--- config.mk ---
export PLATFORM = sky130hd
export DESIGN_NAME = running_warning_light_sequencer
export DESIGN_NICKNAME = d
export VERILOG_FILES = /design/src/rtl/core/rwls_pkg.sv /design/src/rtl/core/running_warning_light_sequencer.sv
export SDC_FILE = /design/constraint.sdc
export NUM_CORES = 1
export LEC_CHECK = 0
export BUFFER_PORTS_ARGS = -buffer_cell sky130_fd_sc_hd__buf_4
export CAP_MARGIN = 30
export CELL_PAD_IN_SITES_DETAIL_PLACEMENT = 1
export CELL_PAD_IN_SITES_GLOBAL_PLACEMENT = 1
export CORE_UTILIZATION = 30
export CTS_BUF_LIST = sky130_fd_sc_hd__clkbuf_8
export CTS_CLUSTER_SIZE = 28
export DETAILED_ROUTE_END_ITERATION = 7
export PLACE_DENSITY = 0.62
export RECOVER_POWER = 25
export SLEW_MARGIN = 40
export SYNTH_ARGS = -nofsm -noshare
export SYNTH_HDL_FRONTEND = slang
export SYNTH_SLANG_ARGS = --single-unit
--- constraint.sdc ---
create_clock -name clock -period 5.15 [get_ports clock]
set_input_delay 0.2575 -clock clock [delete_from_list [all_inputs] [get_ports clock]]
set_output_delay 0.2575 -clock clock [all_outputs]
set_load 0.03 [all_outputs]
--- src/rtl/core/rwls_pkg.sv ---
// ----------------------------------------------------------------------------
// Running warning light sequencer package
// Widths, codes, state types and color helpers shared by the sequencer and
// its checker.
// ----------------------------------------------------------------------------
package rwls_pkg;

   localparam int IDX_W    = 11;
   localparam int BASE_W   = 10;
   localparam int COLOR_W  = 24;
   localparam int TIME_W   = 32;
   localparam int MS_W     = 16;
   localparam int LC_W     = 7;
   localparam int CNT_W    = 8;
   localparam int ACT_W    = 2;
   localparam int ADDR_W   = 5;
   localparam int DATA_W   = 32;
   localparam int REG_SEL_W = 3;

   localparam logic [ACT_W-1:0] ACT_TICK  = 2'd0;
   localparam logic [ACT_W-1:0] ACT_START = 2'd1;
   localparam logic [ACT_W-1:0] ACT_STOP  = 2'd2;

   localparam logic [REG_SEL_W-1:0] REG_BASE_INDEX  = 3'd0;
   localparam logic [REG_SEL_W-1:0] REG_LIGHT_COUNT = 3'd1;
   localparam logic [REG_SEL_W-1:0] REG_ON_MS       = 3'd2;
   localparam logic [REG_SEL_W-1:0] REG_OFF_MS      = 3'd3;
   localparam logic [REG_SEL_W-1:0] REG_FLASH_MS    = 3'd4;
   localparam logic [REG_SEL_W-1:0] REG_RUN_COUNT   = 3'd5;
   localparam logic [REG_SEL_W-1:0] REG_FLASH_COUNT = 3'd6;
   localparam logic [REG_SEL_W-1:0] REG_COLOR_RGB   = 3'd7;

   localparam logic [BASE_W-1:0]  BASE_INDEX_RST  = 10'd0;
   localparam logic [LC_W-1:0]    LIGHT_COUNT_RST = 7'd8;
   localparam logic [MS_W-1:0]    ON_MS_RST       = 16'd2500;
   localparam logic [MS_W-1:0]    OFF_MS_RST      = 16'd1000;
   localparam logic [MS_W-1:0]    FLASH_MS_RST    = 16'd100;
   localparam logic [CNT_W-1:0]   RUN_COUNT_RST   = 8'd3;
   localparam logic [CNT_W-1:0]   FLASH_COUNT_RST = 8'd3;
   localparam logic [COLOR_W-1:0] COLOR_RGB_RST   = 24'hDE640A;

   // Chain offsets of the bright and medium pixels relative to the light.
   localparam int BRIGHT_OFS = 4;
   localparam int MEDIUM_OFS = 2;

   typedef enum logic [4:0] {
      PH_OFF        = 5'b00001,
      PH_STEP_BRIGHT = 5'b00010,
      PH_STEP_DIM   = 5'b00100,
      PH_FLASH_ON   = 5'b01000,
      PH_FLASH_HELD = 5'b10000
   } phase_type;

   typedef enum logic [3:0] {
      SQ_IDLE = 4'b0001,
      SQ_MOD  = 4'b0010,
      SQ_EMIT = 4'b0100,
      SQ_FILL = 4'b1000
   } seq_type;

   // Division by 6 is a multiply by 171 and a shift by 10, by 24 a shift by 12;
   // both are exact for 8-bit channels.
   function automatic logic [COLOR_W-1:0] color_medium(input logic [COLOR_W-1:0] c);
      logic [15:0] pr;
      logic [15:0] pb;
      pr = 16'(c[23:16]) * 16'd171;
      pb = 16'(c[7:0]) * 16'd171;
      return {2'b00, pr[15:10], 3'b000, c[15:11], 2'b00, pb[15:10]};
   endfunction

   function automatic logic [COLOR_W-1:0] color_dim(input logic [COLOR_W-1:0] c);
      logic [15:0] pr;
      logic [15:0] pg;
      logic [15:0] pb;
      pr = 16'(c[23:16]) * 16'd171;
      pg = 16'(c[15:8]) * 16'd171;
      pb = 16'(c[7:0]) * 16'd171;
      return {4'h0, pr[15:12], 4'h0, pg[15:12], 4'h0, pb[15:12]};
   endfunction

endpackage

--- src/rtl/core/running_warning_light_sequencer.sv ---
// ----------------------------------------------------------------------------
// Running warning light sequencer
// Turns start, stop and millisecond tick commands into pixel write beats for
// a chain of LED pixels: a running light, then whole-chain flashes.
// ----------------------------------------------------------------------------
// One command is taken at a time and req_stall stays high until its writes
// are issued. A running-light step computes each pixel offset modulo the
// chain length in a shared bit-serial remainder unit, one bit per cycle, for
// the bright and medium pixels of a bright step and the one pixel of a dim
// step. Stop and the flash phases write the whole chain, the effective chain
// length (light_count limited to 1 through MAX_LIGHTS), at one beat per cycle
// while rsp_stall does not hold a pending beat. Each write leaves through an
// output register, so the next command is taken while the last beat still
// waits on rsp_stall.
module running_warning_light_sequencer
   import rwls_pkg::*;
#(
   parameter int MAX_LIGHTS = 64
) (
   input  logic                clock,
   input  logic                reset,
   input  logic                req_valid,
   output logic                req_stall,
   input  logic [ACT_W-1:0]    req_action,
   input  logic [TIME_W-1:0]   req_now_ms,
   output logic                rsp_valid,
   input  logic                rsp_stall,
   output logic [IDX_W-1:0]    rsp_pixel_index,
   output logic [COLOR_W-1:0]  rsp_pixel_color,
   output logic                rsp_last_write,
   input  logic                psel,
   input  logic                penable,
   input  logic                pwrite,
   input  logic [ADDR_W-1:0]   paddr,
   input  logic [DATA_W-1:0]   pwdata,
   output logic [DATA_W-1:0]   prdata,
   output logic                pready
);

   localparam int PosW  = (MAX_LIGHTS > 1) ? $clog2(MAX_LIGHTS) : 1;
   localparam int DivW  = PosW + 3;
   localparam int BitW  = $clog2(DivW + 1);
   localparam int CmpW  = (PosW + 1 > LC_W) ? PosW + 1 : LC_W;

   logic [BASE_W-1:0]  base_index_ff;
   logic [LC_W-1:0]    light_count_ff;
   logic [MS_W-1:0]    on_ms_ff;
   logic [MS_W-1:0]    off_ms_ff;
   logic [MS_W-1:0]    flash_ms_ff;
   logic [CNT_W-1:0]   run_count_ff;
   logic [CNT_W-1:0]   flash_count_ff;
   logic [COLOR_W-1:0] color_rgb_ff;

   phase_type          phase_ff, phase_in;
   logic [PosW-1:0]    pos_ff, pos_in;
   logic [CNT_W-1:0]   runs_ff, runs_in;
   logic [CNT_W-1:0]   flashes_ff, flashes_in;
   logic [TIME_W-1:0]  deadline_ff, deadline_in;

   seq_type            seq_ff, seq_in;
   logic [PosW-1:0]    pos_work_ff, pos_work_in;
   logic [DivW-1:0]    dividend_ff, dividend_in;
   logic [LC_W-1:0]    rem_ff, rem_in;
   logic [BitW-1:0]    bit_cnt_ff, bit_cnt_in;
   logic               second_ff, second_in;
   logic [COLOR_W-1:0] emit_color_ff, emit_color_in;
   logic               emit_last_ff, emit_last_in;
   logic [LC_W-1:0]    fill_idx_ff, fill_idx_in;
   logic [COLOR_W-1:0] fill_color_ff, fill_color_in;

   logic               out_valid_ff, out_valid_in;
   logic [IDX_W-1:0]   out_index_ff, out_index_in;
   logic [COLOR_W-1:0] out_color_ff, out_color_in;
   logic               out_last_ff, out_last_in;

   logic               cfg_wr;
   logic [LC_W-1:0]    eff_count;
   logic               req_accept;
   logic               out_free;
   logic               due;
   logic [CmpW-1:0]    next_pos;
   logic [CNT_W-1:0]   runs_inc;
   logic [CNT_W-1:0]   flashes_inc;
   logic [LC_W:0]      rem_trial;
   logic [LC_W:0]      rem_diff;

   assign pready = 1'b1;
   assign cfg_wr = psel & penable & pwrite & pready;

   always_ff @(posedge clock) begin
      if (reset) begin
         base_index_ff  <= BASE_INDEX_RST;
         light_count_ff <= LIGHT_COUNT_RST;
         on_ms_ff       <= ON_MS_RST;
         off_ms_ff      <= OFF_MS_RST;
         flash_ms_ff    <= FLASH_MS_RST;
         run_count_ff   <= RUN_COUNT_RST;
         flash_count_ff <= FLASH_COUNT_RST;
         color_rgb_ff   <= COLOR_RGB_RST;
      end else if (cfg_wr) begin
         case (paddr[ADDR_W-1:2])
            REG_BASE_INDEX:  base_index_ff  <= pwdata[BASE_W-1:0];
            REG_LIGHT_COUNT: light_count_ff <= pwdata[LC_W-1:0];
            REG_ON_MS:       on_ms_ff       <= pwdata[MS_W-1:0];
            REG_OFF_MS:      off_ms_ff      <= pwdata[MS_W-1:0];
            REG_FLASH_MS:    flash_ms_ff    <= pwdata[MS_W-1:0];
            REG_RUN_COUNT:   run_count_ff   <= pwdata[CNT_W-1:0];
            REG_FLASH_COUNT: flash_count_ff <= pwdata[CNT_W-1:0];
            REG_COLOR_RGB:   color_rgb_ff   <= pwdata[COLOR_W-1:0];
            default: ;
         endcase
      end
   end

   always_comb begin
      case (paddr[ADDR_W-1:2])
         REG_BASE_INDEX:  prdata = DATA_W'(base_index_ff);
         REG_LIGHT_COUNT: prdata = DATA_W'(light_count_ff);
         REG_ON_MS:       prdata = DATA_W'(on_ms_ff);
         REG_OFF_MS:      prdata = DATA_W'(off_ms_ff);
         REG_FLASH_MS:    prdata = DATA_W'(flash_ms_ff);
         REG_RUN_COUNT:   prdata = DATA_W'(run_count_ff);
         REG_FLASH_COUNT: prdata = DATA_W'(flash_count_ff);
         REG_COLOR_RGB:   prdata = DATA_W'(color_rgb_ff);
         default:         prdata = '0;
      endcase
   end

   // A chain length of zero acts as one; lengths beyond the build limit saturate.
   always_comb begin
      if (light_count_ff == '0) begin
         eff_count = LC_W'(1);
      end else if (32'(light_count_ff) > MAX_LIGHTS) begin
         eff_count = LC_W'(MAX_LIGHTS);
      end else begin
         eff_count = light_count_ff;
      end
   end

   assign req_stall   = (seq_ff != SQ_IDLE);
   assign req_accept  = req_valid & ~req_stall;
   assign out_free    = ~out_valid_ff | ~rsp_stall;
   assign due         = (phase_ff != PH_OFF) && (req_now_ms > deadline_ff);
   assign next_pos    = CmpW'(pos_ff) + CmpW'(1);
   assign runs_inc    = runs_ff + CNT_W'(1);
   assign flashes_inc = flashes_ff + CNT_W'(1);

   // Shared remainder unit: one restoring step per cycle.
   assign rem_trial = {rem_ff, dividend_ff[DivW-1]};
   assign rem_diff  = rem_trial - {1'b0, eff_count};

   always_comb begin
      phase_in      = phase_ff;
      pos_in        = pos_ff;
      runs_in       = runs_ff;
      flashes_in    = flashes_ff;
      deadline_in   = deadline_ff;
      seq_in        = seq_ff;
      pos_work_in   = pos_work_ff;
      dividend_in   = dividend_ff;
      rem_in        = rem_ff;
      bit_cnt_in    = bit_cnt_ff;
      second_in     = second_ff;
      emit_color_in = emit_color_ff;
      emit_last_in  = emit_last_ff;
      fill_idx_in   = fill_idx_ff;
      fill_color_in = fill_color_ff;
      out_valid_in  = out_valid_ff & rsp_stall;
      out_index_in  = out_index_ff;
      out_color_in  = out_color_ff;
      out_last_in   = out_last_ff;

      case (seq_ff)
         SQ_IDLE: begin
            rem_in      = '0;
            bit_cnt_in  = '0;
            fill_idx_in = '0;
            if (req_accept) begin
               if (req_action == ACT_START) begin
                  pos_in      = '0;
                  runs_in     = '0;
                  phase_in    = PH_STEP_BRIGHT;
                  deadline_in = '0;
               end else if (req_action == ACT_STOP) begin
                  phase_in      = PH_OFF;
                  fill_color_in = '0;
                  seq_in        = SQ_FILL;
               end else if (req_action == ACT_TICK && due) begin
                  case (phase_ff)
                     PH_STEP_BRIGHT: begin
                        pos_work_in   = pos_ff;
                        dividend_in   = DivW'(pos_ff) + DivW'(BRIGHT_OFS);
                        emit_color_in = color_rgb_ff;
                        emit_last_in  = 1'b0;
                        second_in     = 1'b1;
                        deadline_in   = req_now_ms + TIME_W'(flash_ms_ff);
                        phase_in      = PH_STEP_DIM;
                        seq_in        = SQ_MOD;
                     end
                     PH_STEP_DIM: begin
                        dividend_in   = DivW'(pos_ff);
                        emit_color_in = color_dim(color_rgb_ff);
                        emit_last_in  = 1'b1;
                        second_in     = 1'b0;
                        deadline_in   = req_now_ms + TIME_W'(on_ms_ff);
                        phase_in      = PH_STEP_BRIGHT;
                        seq_in        = SQ_MOD;
                        if (next_pos >= CmpW'(eff_count)) begin
                           pos_in = '0;
                           if (runs_inc >= run_count_ff) begin
                              runs_in    = '0;
                              flashes_in = '0;
                              phase_in   = PH_FLASH_ON;
                           end else begin
                              runs_in = runs_inc;
                           end
                        end else begin
                           pos_in = next_pos[PosW-1:0];
                        end
                     end
                     PH_FLASH_ON: begin
                        fill_color_in = color_rgb_ff;
                        deadline_in   = req_now_ms + TIME_W'(flash_ms_ff);
                        phase_in      = PH_FLASH_HELD;
                        seq_in        = SQ_FILL;
                     end
                     PH_FLASH_HELD: begin
                        fill_color_in = color_dim(color_rgb_ff);
                        flashes_in    = flashes_inc;
                        seq_in        = SQ_FILL;
                        if (flashes_inc < flash_count_ff) begin
                           deadline_in = req_now_ms + TIME_W'(off_ms_ff);
                           phase_in    = PH_FLASH_ON;
                        end else begin
                           deadline_in = req_now_ms + TIME_W'(on_ms_ff);
                           phase_in    = PH_STEP_BRIGHT;
                        end
                     end
                     default: ;
                  endcase
               end
            end
         end
         SQ_MOD: begin
            rem_in      = rem_diff[LC_W] ? rem_trial[LC_W-1:0] : rem_diff[LC_W-1:0];
            dividend_in = dividend_ff << 1;
            bit_cnt_in  = bit_cnt_ff + BitW'(1);
            if (bit_cnt_ff == BitW'(DivW - 1)) begin
               seq_in = SQ_EMIT;
            end
         end
         SQ_EMIT: begin
            if (out_free) begin
               out_valid_in = 1'b1;
               out_index_in = IDX_W'(base_index_ff) + IDX_W'(rem_ff);
               out_color_in = emit_color_ff;
               out_last_in  = emit_last_ff;
               rem_in       = '0;
               bit_cnt_in   = '0;
               if (second_ff) begin
                  second_in     = 1'b0;
                  dividend_in   = DivW'(pos_work_ff) + DivW'(MEDIUM_OFS);
                  emit_color_in = color_medium(color_rgb_ff);
                  emit_last_in  = 1'b1;
                  seq_in        = SQ_MOD;
               end else begin
                  seq_in = SQ_IDLE;
               end
            end
         end
         SQ_FILL: begin
            if (out_free) begin
               out_valid_in = 1'b1;
               out_index_in = IDX_W'(base_index_ff) + IDX_W'(fill_idx_ff);
               out_color_in = fill_color_ff;
               out_last_in  = (fill_idx_ff == eff_count - LC_W'(1));
               fill_idx_in  = fill_idx_ff + LC_W'(1);
               if (fill_idx_ff == eff_count - LC_W'(1)) begin
                  seq_in = SQ_IDLE;
               end
            end
         end
         default: seq_in = SQ_IDLE;
      endcase
   end

   always_ff @(posedge clock) begin
      if (reset) begin
         phase_ff     <= PH_OFF;
         pos_ff       <= '0;
         runs_ff      <= '0;
         flashes_ff   <= '0;
         deadline_ff  <= '0;
         seq_ff       <= SQ_IDLE;
         second_ff    <= 1'b0;
         out_valid_ff <= 1'b0;
      end else begin
         phase_ff     <= phase_in;
         pos_ff       <= pos_in;
         runs_ff      <= runs_in;
         flashes_ff   <= flashes_in;
         deadline_ff  <= deadline_in;
         seq_ff       <= seq_in;
         second_ff    <= second_in;
         out_valid_ff <= out_valid_in;
      end
   end

   always_ff @(posedge clock) begin
      pos_work_ff   <= pos_work_in;
      dividend_ff   <= dividend_in;
      rem_ff        <= rem_in;
      bit_cnt_ff    <= bit_cnt_in;
      emit_color_ff <= emit_color_in;
      emit_last_ff  <= emit_last_in;
      fill_idx_ff   <= fill_idx_in;
      fill_color_ff <= fill_color_in;
      out_index_ff  <= out_index_in;
      out_color_ff  <= out_color_in;
      out_last_ff   <= out_last_in;
   end

   assign rsp_valid       = out_valid_ff;
   assign rsp_pixel_index = out_index_ff;
   assign rsp_pixel_color = out_color_ff;
   assign rsp_last_write  = out_last_ff;

endmodule

### Word level (Yosys, flattened, before mapping)

Index checks and enable logic that the tools add are counted.

| word-level totals | value |
|---|---|
| input port bits | 78 |
| logic and storage cells | 230 |
| register bits | 288 |

| operators by class | value |
|---|---|
| reduce and logical (&&, ||, !) cells | 44 |
| $add $sub $neg | 14 |
| equality and inequality tests | 36 |
| multipliers | 3 |
| muxes and demuxes | 91 |
| order comparisons | 5 |
| bitwise operators | 10 |

Operators with widths:

| kind | count |
|---|---|
| 32-bit case mux with 8 select lines | 1 |
| 24-bit two-way mux | 9 |
| 24-bit case mux with 2 select lines | 4 |
| 32-bit two-way mux | 4 |
| 32-bit by 16-bit adder with 32-bit output | 3 |
| 32-bit case mux with 3 select lines | 1 |
| 8-bit two-way mux | 8 |
| 9-bit two-way mux | 6 |
| 8-bit by 8-bit multiplier with 16-bit output, second input constant | 3 |
| 4-bit two-way mux | 12 |
| 7-bit two-way mux | 5 |
| 32-bit > comparator | 1 |
| 8-bit AND reduction | 4 |
| 6-bit two-way mux | 5 |
| 9-bit case mux with 3 select lines | 1 |
| 2-bit inequality test, second input constant | 12 |
| 10-bit by 7-bit adder with 11-bit output | 2 |
| 11-bit two-way mux | 2 |
| 11-bit case mux with 2 select lines | 1 |
| 7-bit case mux with 3 select lines | 1 |
| 5-bit case mux with 4 select lines | 1 |
| 2-bit AND reduction | 10 |
| 9-bit case mux with 2 select lines | 1 |
| 8-bit by 1-bit adder with 8-bit output, second input constant | 2 |
| other kinds (56) | 104 |

### Logic depth before layout (Yosys ltp)

| logic depth | value |
|---|---|
| word-level depth | 9 |
| depth in mapped cells | 15 |
| depth with buffers taken out | 15 |

### Worst setup path after synthesis

Ideal clock, no wire load.

| timing | value |
|---|---|
| kind | register to register |
| start point | register color_rgb_ff[17] |
| end point | register fill_color_ff[18] (data pin) |
| data required time | 5.009 ns |
| arrival | 4.216 ns |
| buffers on the path | 0 |
| clock period less this slack | 4.357 ns |
| cell stages (with the launch flop) | 16 |
| setup slack | 0.793 ns |
| cells stage by stage | dfxtp_1 > ha_1 > fa_1 > fa_1 > inv_1 > fa_1 > inv_1 > ha_1 > a2111oi_0 > o221ai_1 > o211ai_1 > a21oi_1 > o31a_1 > or2_2 > o21ai_0 > nor2b_1 |

| between the ends | value |
|---|---|
| longest elaborated chain between the ends | 3 |

RTL lines:

| what | RTL line | RTL |
|---|---|---|
| start: declaration | running_warning_light_sequencer.sv:52 | `logic [COLOR_W-1:0] color_rgb_ff;` |
| start signal: assignment | running_warning_light_sequencer.sv:109 | `REG_COLOR_RGB: color_rgb_ff <= pwdata[COLOR_W-1:0];` |
| 8-bit by 8-bit multiplier with 16-bit output | rwls_pkg.sv:75 | `pr = 16'(c[23:16]) * 16'd171;` |
| 24-bit case mux with 2 select lines | running_warning_light_sequencer.sv:189 | `case (phase_ff)` |
| 24-bit two-way mux | running_warning_light_sequencer.sv:188 | `end else if (req_action == ACT_TICK && due) begin` |
| end signal: assignment | running_warning_light_sequencer.sv:317 | `fill_color_ff <= fill_color_in;` |
| end: declaration | running_warning_light_sequencer.sv:69 | `logic [COLOR_W-1:0] fill_color_ff, fill_color_in;` |

No other way between the ends. The select of a mux whose other input is x is not followed.
A chain may end at the register's enable or synchronous reset.

### Worst setup path in the final report

Same ends and word-level chain as after synthesis.

==> flow_summary.ini <==
[cts]
cts_buffers = 55
cts_tree = done
cts_setup_buffers = 0
cts.path.max_buffers = 3
cts.sinks = 288
root_buffer = clkbuf_8
cts_max_level = 2
clk_pin_slew_ns = 0.06
insertion_delay_ns = 0.71

[power]
power_density_mw_per_mm2 = 234.1
ir_worst_vdd_mv = 0.1831
power_mw = 5.816
leakage_nw = 10.48

[placed_design]
io_buffer_count = 129
hpwl_mm = 58.15
gp_congestion = 0.8443
pre_cts_ws_ns = 0.4738

[worst_setup_path]
slowest_stage = fa_1
worst-path-stages = 15
cp-end-kind = flop
timing.rr.start = color_rgb_ff[17]
worstPathCellList = ha_1 > fa_1 > fa_1 > inv_1 > fa_1 > inv_1 > ha_1 > a2111oi_0 > o221ai_1 > o211ai_1 > a21oi_1 > o31a_1 > or2_2 > o21ai_0 > nor2b_1
rr_endpoint = fill_color_ff[18]
crit_path_max_fanout = 3
criticalPathCategory = flop to flop
slowest_delay_ns = 0.53
crit_family = adder cells
cp_common_cell = fa_1
reg2reg_depth = 15
crit_required_ns = 5.70
critPathArrivalTime_ns = 5.29
r2r_slack_ns = 0.42
worstPathBufferInverterCount = 2
worstSetupStartpointType = flop
critPathLaunch = color_rgb_ff[17]

[status]
status = finished, violations left
violations = max-capacitance violations, max-slew violations

[drt]
drtIter0Drc = 1070
dr.pass1.iters = 5
vias = 19160
antenna_left = 0
avgViaCountPerCell = 5.270
finalWirelength_mm = 76.54
wl_per_cell_um = 21.06
drc_errors = 0

[timing]
fin_crit_sh = 0.9192
period_needed_ns = 4.734
finalSetupTns_ns = 0
skew_ns = 0.05892
tightestPinTransition_ns = 3.429
maxSlewHeadroom = -1.286
rsz0062_at_grt = no
hold_viol = 0
setup_viol = 0
max_freq_mhz = 211.3
drv_slew = 152
fin_ws_ns = 0.4163

[synthesis]
synthFlopType = dfxtp_1
avgSynthCellArea_um2 = 8.557
synth_edf_count = 118
synthesis.instances = 2494
yosysMostFrequentCell = nand2_1
async_flop_share = 0
synth_top_cell_by_area = edfxtp_1
yosysTopAreaCellShare = 0.1660
synth_commonest_cells = 411 x nand2_1, 251 x ha_1, 205 x inv_1, 203 x a21oi_1, 170 x dfxtp_1
ys_top_cells_by_area = edfxtp_1 17%, dfxtp_1 16%, ha_1 15%, nand2_1 7.2%, a21oi_1 4.8%
synthDistinctLibCells = 85
ys_seq_area_frac = 0.3255
yosysWarnings = 0
synthesis.area_mm2 = 0.02134
ys_ff_latch = 288

[grt]
grt_pass1_vias = 19960
grt_max_degree = 69
grt_usage = 0.2104
grt_pass1_wl_mm = 117.1
antenna_found_initial = 4
grt.overflow.total = 0

[floorplanning]
io_pins = 149
core_area_mm2 = 0.07027
fp.dieH_um = 268.7
die_area_mm2 = 0.07221
die_w_um = 268.7
start_util = 0.3037
rows = 97

[layout]
fill_cells = 8234
nNetsFinal = 3017
syn_to_final_growth_pct = 16.41
drive_above_1_share = 0.09503

[job]
maxCapViolCount = 3

[hold_path]
hold_depth = 4
min_from = req_now_ms[31]
hold-path-endpoint = deadline_ff[31]
hp-class = primary input to flop
-- cell families after synthesis --
kind of cell,after synthesis,share of synthesized area
AND/OR/NAND/NOR,844,0.1829
AO/OA/AOI/OAI,593,0.1792
buffers and inverters,319,0.05845
adder cells (fa/ha/maj),292,0.1856
flip-flops,288,0.3255
XOR/XNOR,111,0.04555
multiplexers,45,0.02251
other,2,0.0003519
-- worst max-delay path by stage --
stage | slack, ns | endpoint
2_1_floorplan | 0.79 | fill_color_ff[18]
3_3_place_gp | 0.53 | fill_color_ff[18]
3_5_place_dp | 0.47 | fill_color_ff[18]
4_1_cts | 0.41 | fill_color_ff[18]
5_1_grt | 0.23 | fill_color_ff[18]
6_report | 0.42 | fill_color_ff[18]
-- layout make-up --
cell class,count,area [um^2],share of cell area
sequential,288,6947,0.2796
antenna,1,2.502,0.0001007
multi-input combinational,1894,13260,0.5338
inverter,206,773.2,0.03112
timing repair buffer,202,1459,0.05872
clock inverter,35,275.3,0.01108
tap,940,1176,0.04734
clock buffer,69,949.7,0.03823
-- layer usage --
layer  wire length [um]  GRT usage  share of wire
met2              36840     0.3655           0.48
met4               1630    0.05313          0.021
met5                  0          0              0
met1              35370     0.2774           0.46
met3               2701    0.02146          0.035
-- flip-flops by register name, indices dropped and copies added, names as in the netlist, 9 cells and up --
| name | flops |
|---|---|
| on_ms_ff | 16 |
| base_index_ff | 10 |
| deadline_ff | 32 |
| off_ms_ff | 16 |
| color_rgb_ff | 24 |
| rsp_pixel_color | 24 |
| flash_ms_ff | 16 |
| emit_color_ff | 24 |
| rsp_pixel_index | 11 |
| fill_color_ff | 24 |
| dividend_ff | 9 |
-- power by group --
group	internal [mW]	total [mW]	switching [mW]
registers	2.40	2.43	0.0331
logic	0.316	0.842	0.526
clock network	1.41	2.54	1.13
-- worst min-delay path, delay by kind of cell --
kind	cells	cell delay, ns
AO/OA/AOI/OAI	1	0.15
XOR/XNOR	1	0.09
AND/OR/NAND/NOR	1	0.09
buffers and inverters	1	0.10
-- through the flow --
stage	area (um^2)	std cells	utilization	hold WS (ns)
CTS	25000	3634	0.3557	0.01327
detailed placement	23370	3490	0.3326	0.4474
floorplan	21370	2501	-	0.3815
global placement	23320	3489	0.3319	0.4343
finish	24840	3635	0.3535	0.05103
global route	24840	3635	0.3535	0.08698
-- layout by cell type, fill, tap and decap left out, types with 23 or more instances in the layout --
master,Yosys,routed
a31oi_1,28,28
inv_1,205,216
xnor2_1,66,66
mux2i_1,39,39
and3_1,31,31
and2_1,29,28
edfxtp_1,118,118
o21ai_0,104,103
nor3_1,38,35
a22o_1,24,24
a21o_1,31,31
clkbuf_8,0,69
a21oi_1,203,201
nand2_1,411,410
o21a_1,26,26
dfxtp_1,170,170
fa_1,41,41
clkbuf_1,83,42
dlygate4sd3_1,0,40
o211ai_1,29,29
xor2_1,45,45
ha_1,251,251
nand2b_1,23,23
nand3_1,77,77
buf_4,9,119
nor2_1,128,126
-- timing repair --
| item | in CTS | in global routing |
|---|---|---|
| hold endpoints to repair | 121 | 0 |
| hold buffers | 40 | 0 |
| resized for setup | 0 | 0 |
(Power assumes the default switching activity.)
